## src/rtl/max_flow_augmenting_paths_top_defines.svh

```systemverilog
// assertion macros for the max flow block
`ifndef MAX_FLOW_AUGMENTING_PATHS_TOP_DEFINES_SVH
`define MAX_FLOW_AUGMENTING_PATHS_TOP_DEFINES_SVH
`ifndef SYNTHESIS
`define MFAP_ASSERT(lbl, clk, rst_n, prop) \
  lbl: assert property (@(posedge clk) disable iff (!rst_n) (prop)) \
    else $error("mfap assertion failed");
`define MFAP_ASSERT_NEXT(lbl, clk, rst_n, pre, post) \
  lbl: assert property (@(posedge clk) disable iff (!rst_n) (pre) |=> (post)) \
    else $error("mfap assertion failed");
`else
`define MFAP_ASSERT(lbl, clk, rst_n, prop)
`define MFAP_ASSERT_NEXT(lbl, clk, rst_n, pre, post)
`endif
`endif

```

## src/rtl/mfap_ram.sv

```systemverilog
// generic simple dual port ram with registered read
module mfap_ram #(
  parameter int WIDTH = 8,
  parameter int DEPTH = 64
) (
  input  logic                     clk_i,
  input  logic                     we_i,
  input  logic [$clog2(DEPTH)-1:0] waddr_i,
  input  logic [WIDTH-1:0]         wdata_i,
  input  logic [$clog2(DEPTH)-1:0] raddr_i,
  output logic [WIDTH-1:0]         rdata_o
);
  logic [WIDTH-1:0] mem [DEPTH];
  logic [WIDTH-1:0] rdata_q;

  // write port and registered read port
  always_ff @(posedge clk_i) begin
    if (we_i) begin
      mem[waddr_i] <= wdata_i;
    end
    rdata_q <= mem[raddr_i];
  end

  assign rdata_o = rdata_q;
endmodule

```

## config.mk

```make
export PLATFORM = sky130hd
export DESIGN_NAME = mfap_ram
export DESIGN_NICKNAME = d
export VERILOG_FILES = /design/src/rtl/max_flow_augmenting_paths_top_defines.svh /design/src/rtl/mfap_ram.sv
export SDC_FILE = /design/constraint.sdc
export NUM_CORES = 1
export LEC_CHECK = 0
export ABC_AREA = 1
export ABC_CLOCK_PERIOD_IN_PS = 6020
export BUFFER_PORTS_ARGS = -buffer_cell sky130_fd_sc_hd__buf_2
export CAP_MARGIN = 15
export CORE_UTILIZATION = 50
export CTS_BUF_LIST = sky130_fd_sc_hd__clkbuf_2
export DETAILED_ROUTE_END_ITERATION = 7
export PLACE_DENSITY_LB_ADDON = 0.15
export SYNTH_ARGS = -nofsm -noshare
export SYNTH_HDL_FRONTEND = slang
export SYNTH_SLANG_ARGS = --single-unit
```

## constraint.sdc

```tcl
create_clock -name clk_i -period 6.02 [get_ports clk_i]
set_clock_uncertainty 0.2 [all_clocks]
set_input_delay 0.301 -clock clk_i [delete_from_list [all_inputs] [get_ports clk_i]]
set_output_delay 0.301 -clock clk_i [all_outputs]
set_load 0.02 [all_outputs]
```

* After elaboration in Yosys (flattened, before gate mapping) *
Memories as Yosys holds them, arrays and structs flattened. A register that Yosys moved wholly into a read port is not among the register bits.
Index checks and enable logic that the tools add are counted.

storage, ports and cells
  register bits = 0
  memory bits (writable) = 512
  bits of input ports = 22
  output and inout port bits = 8
  logic and storage cells = 3
  memories kept = 1

operators by class
  mux-type cells = 2

memories
  name  depth  width  read ports  clocked after Yosys merged registers in  wr ports  RTL line        RTL
  mem   64     8      1           1                                        1         mfap_ram.sv:13  logic [WIDTH-1:0] mem [DEPTH];

operators with widths
  cell     number
  $mux W1  2

* Longest topological paths before layout *
  word-level depth = 2
  mapped depth = 12
  gate-level depth less buffers = 9

* Worst setup path after synthesis *
Ideal clock, no wire load.

  path type = input-to-reg
  start point = in we_i
  end point = mem mem[48][0] (enable)
  setup time = 0.395 ns
  arrival time = 1.672 ns
  data required time = 5.425 ns
  slack = 3.753 ns
  stages on the path = 3
  path buffers = 1
  path through = clkbuf_1 > nand4_1 > nor4_1

on the way
  longest elaborated chain between the ends = 2

ends and longest elaborated chain
  item                           RTL line        RTL
  start: declaration             mfap_ram.sv:7   input logic we_i,
  $mux W1                        mfap_ram.sv:18  if (we_i) begin
  $mux W1 (not written as such)  mfap_ram.sv:19  mem[waddr_i] <= wdata_i;
  end: declaration               mfap_ram.sv:13

Every way passes these cells.

==> insert_results.sql <==
INSERT INTO impl_metrics (metric_group, metric, value, unit) VALUES
('clock_tree', 'cts_buffers', '139', ''),
('status', 'outcome', 'completed', ''),
('logic_synthesis', 'ys_ff_latch', '520', ''),
('drt', 'vias', '14430', ''),
('final_layout', 'layout_common_cells', 'nand2_1, edfxtp_1, nand3_1, clkbuf_2, nor2_1', ''),
('clock_tree', 'cts_setup_buffers', '0', ''),
('grt', 'gr-usage-met2', '40.15', '%'),
('setup_path', 'worst_ep_required_time', '6990', 'ps'),
('setup_path', 'worst_setup_path_end_kind', 'flip-flop', ''),
('setup_path', 'critPathBufInv', '8', ''),
('final_layout', 'final_layout_size_suffix_gt1_share', '13.70', '%'),
('floorplan', 'core_area', '42040', 'sq um'),
('setup_path', 'cp-startpoint', 'raddr_i[0]', ''),
('logic_synthesis', 'synth_sequential_area_ratio', '72.80', '%'),
('final_layout', 'post_layout_utilization_of_the_core', '55.39', '%'),
('setup_path', 'critical_path_most_common_cell', 'dlygate4sd3_1', ''),
('floorplan', 'die_height', '208.6', 'um'),
('worst_hold_path', 'min-delay-start', 'wdata_i[7]', ''),
('setup_path', 'category_of_cells_accounting_for_the_largest_share_of_critical_path_delay', 'buffers and inverters', ''),
('sta', 'achievable-frequency', '0.1965', 'GHz'),
('power_and_ir_drop', 'power.static_leakage', '8.665', 'nW'),
('drt', 'drc_violation_count_after_routing', '0', ''),
('setup_path', 'crit_path_start_kind', 'primary input', ''),
('floorplan', 'floorplan.initialDensity', '50.76', '%'),
('sta', 'unrepaired_setup_endpoints_after_global_routing', 'false', ''),
('grt', 'antenna_found_initial', '3', ''),
('logic_synthesis', 'mappedNetlistArea', '21340', 'sq um'),
('logic_synthesis', 'syn-num-nets', '1827', ''),
('drt', 'totalWireLength', '55160', 'um'),
('final_layout', 'filler_cell_count', '3662', ''),
('power_and_ir_drop', 'peakVddDrop', '0.0001539', 'V'),
('setup_path', 'rr_startpoint', 'mem[30][2]$_DFFE_PP_', ''),
('grt', 'busiest_layer', 'met2', ''),
('place', 'final_replace_weighted_congestion', '0.8413', ''),
('place', 'place.port_buffers', '29', ''),
('place', 'detailedPlacementHpwl', '29750', 'um'),
('setup_path', 'cp_max_fanout', '109', ''),
('drt', 'avgRoutedWirePerCell', '21.38', 'um'),
('grt', 'grt_max_degree', '163', ''),
('logic_synthesis', 'synthTopCellsByArea', 'edfxtp_1, nand2_1, nand3_1', ''),
('setup_path', 'crit_type', 'in2reg', ''),
('clock_tree', 'cts.path.max_buffers', '3', ''),
('floorplan', 'number_of_top_level_design_ports', '30', ''),
('sta', 'final_hold_viol_count', '0', ''),
('logic_synthesis', 'synth_top_area_share', '72.05', '%'),
('final_layout', 'layout.cells.most_common', 'nand2_1', ''),
('floorplan', 'floorplan.die_area', '43510', 'sq um'),
('clock_tree', 'clock-sinks', '520', ''),
('flow_run', 'maxCapViolCount', '0', ''),
('floorplan', 'floorplan.rows', '75', ''),
('power_and_ir_drop', 'powerDensity', '296.2', 'nW/um^2'),
('sta', 'period_share', '84.56', '%'),
('setup_path', 'critical_path_cell_list', 'dlygate4sd3_1 -> clkbuf_8 -> buf_4 -> buf_4 -> nand2_1 -> nand3_1 -> nand3_1 -> nand2_1 -> nand2_1 -> dlygate4sd3_1 -> nand3_1 -> dlygate4sd3_1 -> nand3_1 -> dlygate4sd3_1 -> nand2_1 -> dlygate4sd3_1', ''),
('sta', 'drv_slew', '0', ''),
('worst_hold_path', 'hold_path_class', 'in2reg', ''),
('clock_tree', 'clock_tree_from_tritoncts', 'done', ''),
('final_layout', 'layout_area_growth_over_synthesis', '9.117', '%'),
('setup_path', 'cpMaxStageDelayCell', 'buf_4', ''),
('setup_path', 'timing.critical_path.arrival', '6060', 'ps'),
('drt', 'initial_drt_markers', '1637', ''),
('grt', 'grt_pass1_vias', '14170', ''),
('logic_synthesis', 'post_syn_instances', '1805', ''),
('grt', 'global_route.overflow_total', '0', ''),
('sta', 'finalSetupViolCount', '0', ''),
('final_layout', 'finalNetCount', '1963', ''),
('sta', 'timing.setup.tns', '0', 'ps'),
('drt', 'detail_route.vias_per_cell', '5.592', ''),
('grt', 'met3_usage', '6.793', '%'),
('clock_tree', 'cts-root-buf', 'clkbuf_2', ''),
('grt', 'grt_pass1_wl', '83660', 'um'),
('grt', 'grtUsageMet1', '35.74', '%');
[Yosys cell counts, drive strengths merged]
library cell  instances
nor4                  8
nand3               439
inv                  12
nor2                 56
dfxtp                 8
nand2               648
edfxtp              512
nand4                 9
buf                  98
clkbuf               15
[stage by stage]
step	std cells	area, sq um	setup slack [ps]	total power, W
finish	2580	23280	929.8	0.006897
global route	2579	23280	831.6	0.007161
CTS	2575	23270	1202	0.006944
detailed placement	2286	21560	2343	0.004559
global placement	2286	21560	2340	0.004555
floorplan	1805	21340	3753	0.004381
[what timing repair did]
item                                   in CTS  in global routing
gates resized for setup                     0                  0
endpoints found under the hold margin    1032                  0
hold buffers                               53                  0
[tightest hold or removal path: stages]
cell and delay, ps:
dlygate4sd3_1 530, buf_2 120, buf_4 310
[power by group]
part           total (W)  switching (W)  internal [W]  leakage, nW
combinational   0.000495       0.000361      0.000134         3.04
sequential       0.00402      0.0000140       0.00400         4.67
clock            0.00239        0.00142      0.000967        0.952
[layout make-up]
class | instances | area [sq um] | area share, %
Multi-Input combinational cell | 1160 | 4946 | 21.24
Clock inverter | 23 | 113.9 | 0.4890
Timing Repair Buffer | 108 | 882.1 | 3.788
Tap cell | 539 | 674.4 | 2.896
Inverter | 12 | 55.05 | 0.2364
Antenna cell | 5 | 12.51 | 0.05373
Clock buffer | 213 | 1066 | 4.578
Sequential cell | 520 | 15530 | 66.72
[sequential cells by signal, indices dropped and copies added (netlist names)]
signal and cells:
mem 512, rdata_o 8
[kinds of logic (layout without fill, tap and decap cells)]
kind of cell	after synthesis	count (layout)	share of synthesized area, %
simple gates	1160	1160	23.18
flops	520	520	72.80
buf+inv	125	356	4.022
other cells	0	5	0
[layer usage]
| metal | share of wire, % | wire, um |
|---|---|---|
| met1 | 43 | 23560 |
| met2 | 47 | 26060 |
| met3 | 7.5 | 4129 |
| met4 | 2.5 | 1391 |
| met5 | 0.024 | 13 |
[path summary, 6_finish.rpt]
check,end,slack [ps],cells past startpoint
hold / removal,mem[48][7]$_DFFE_PP_,110,3
hold reg to reg,rdata_o[5]$_DFF_P_,630,8
setup reg to reg,rdata_o[2]$_DFF_P_,2320,12
setup / recovery,rdata_o[6]$_DFF_P_,930,16
Note: power is estimated with default switching activity, not from simulation.
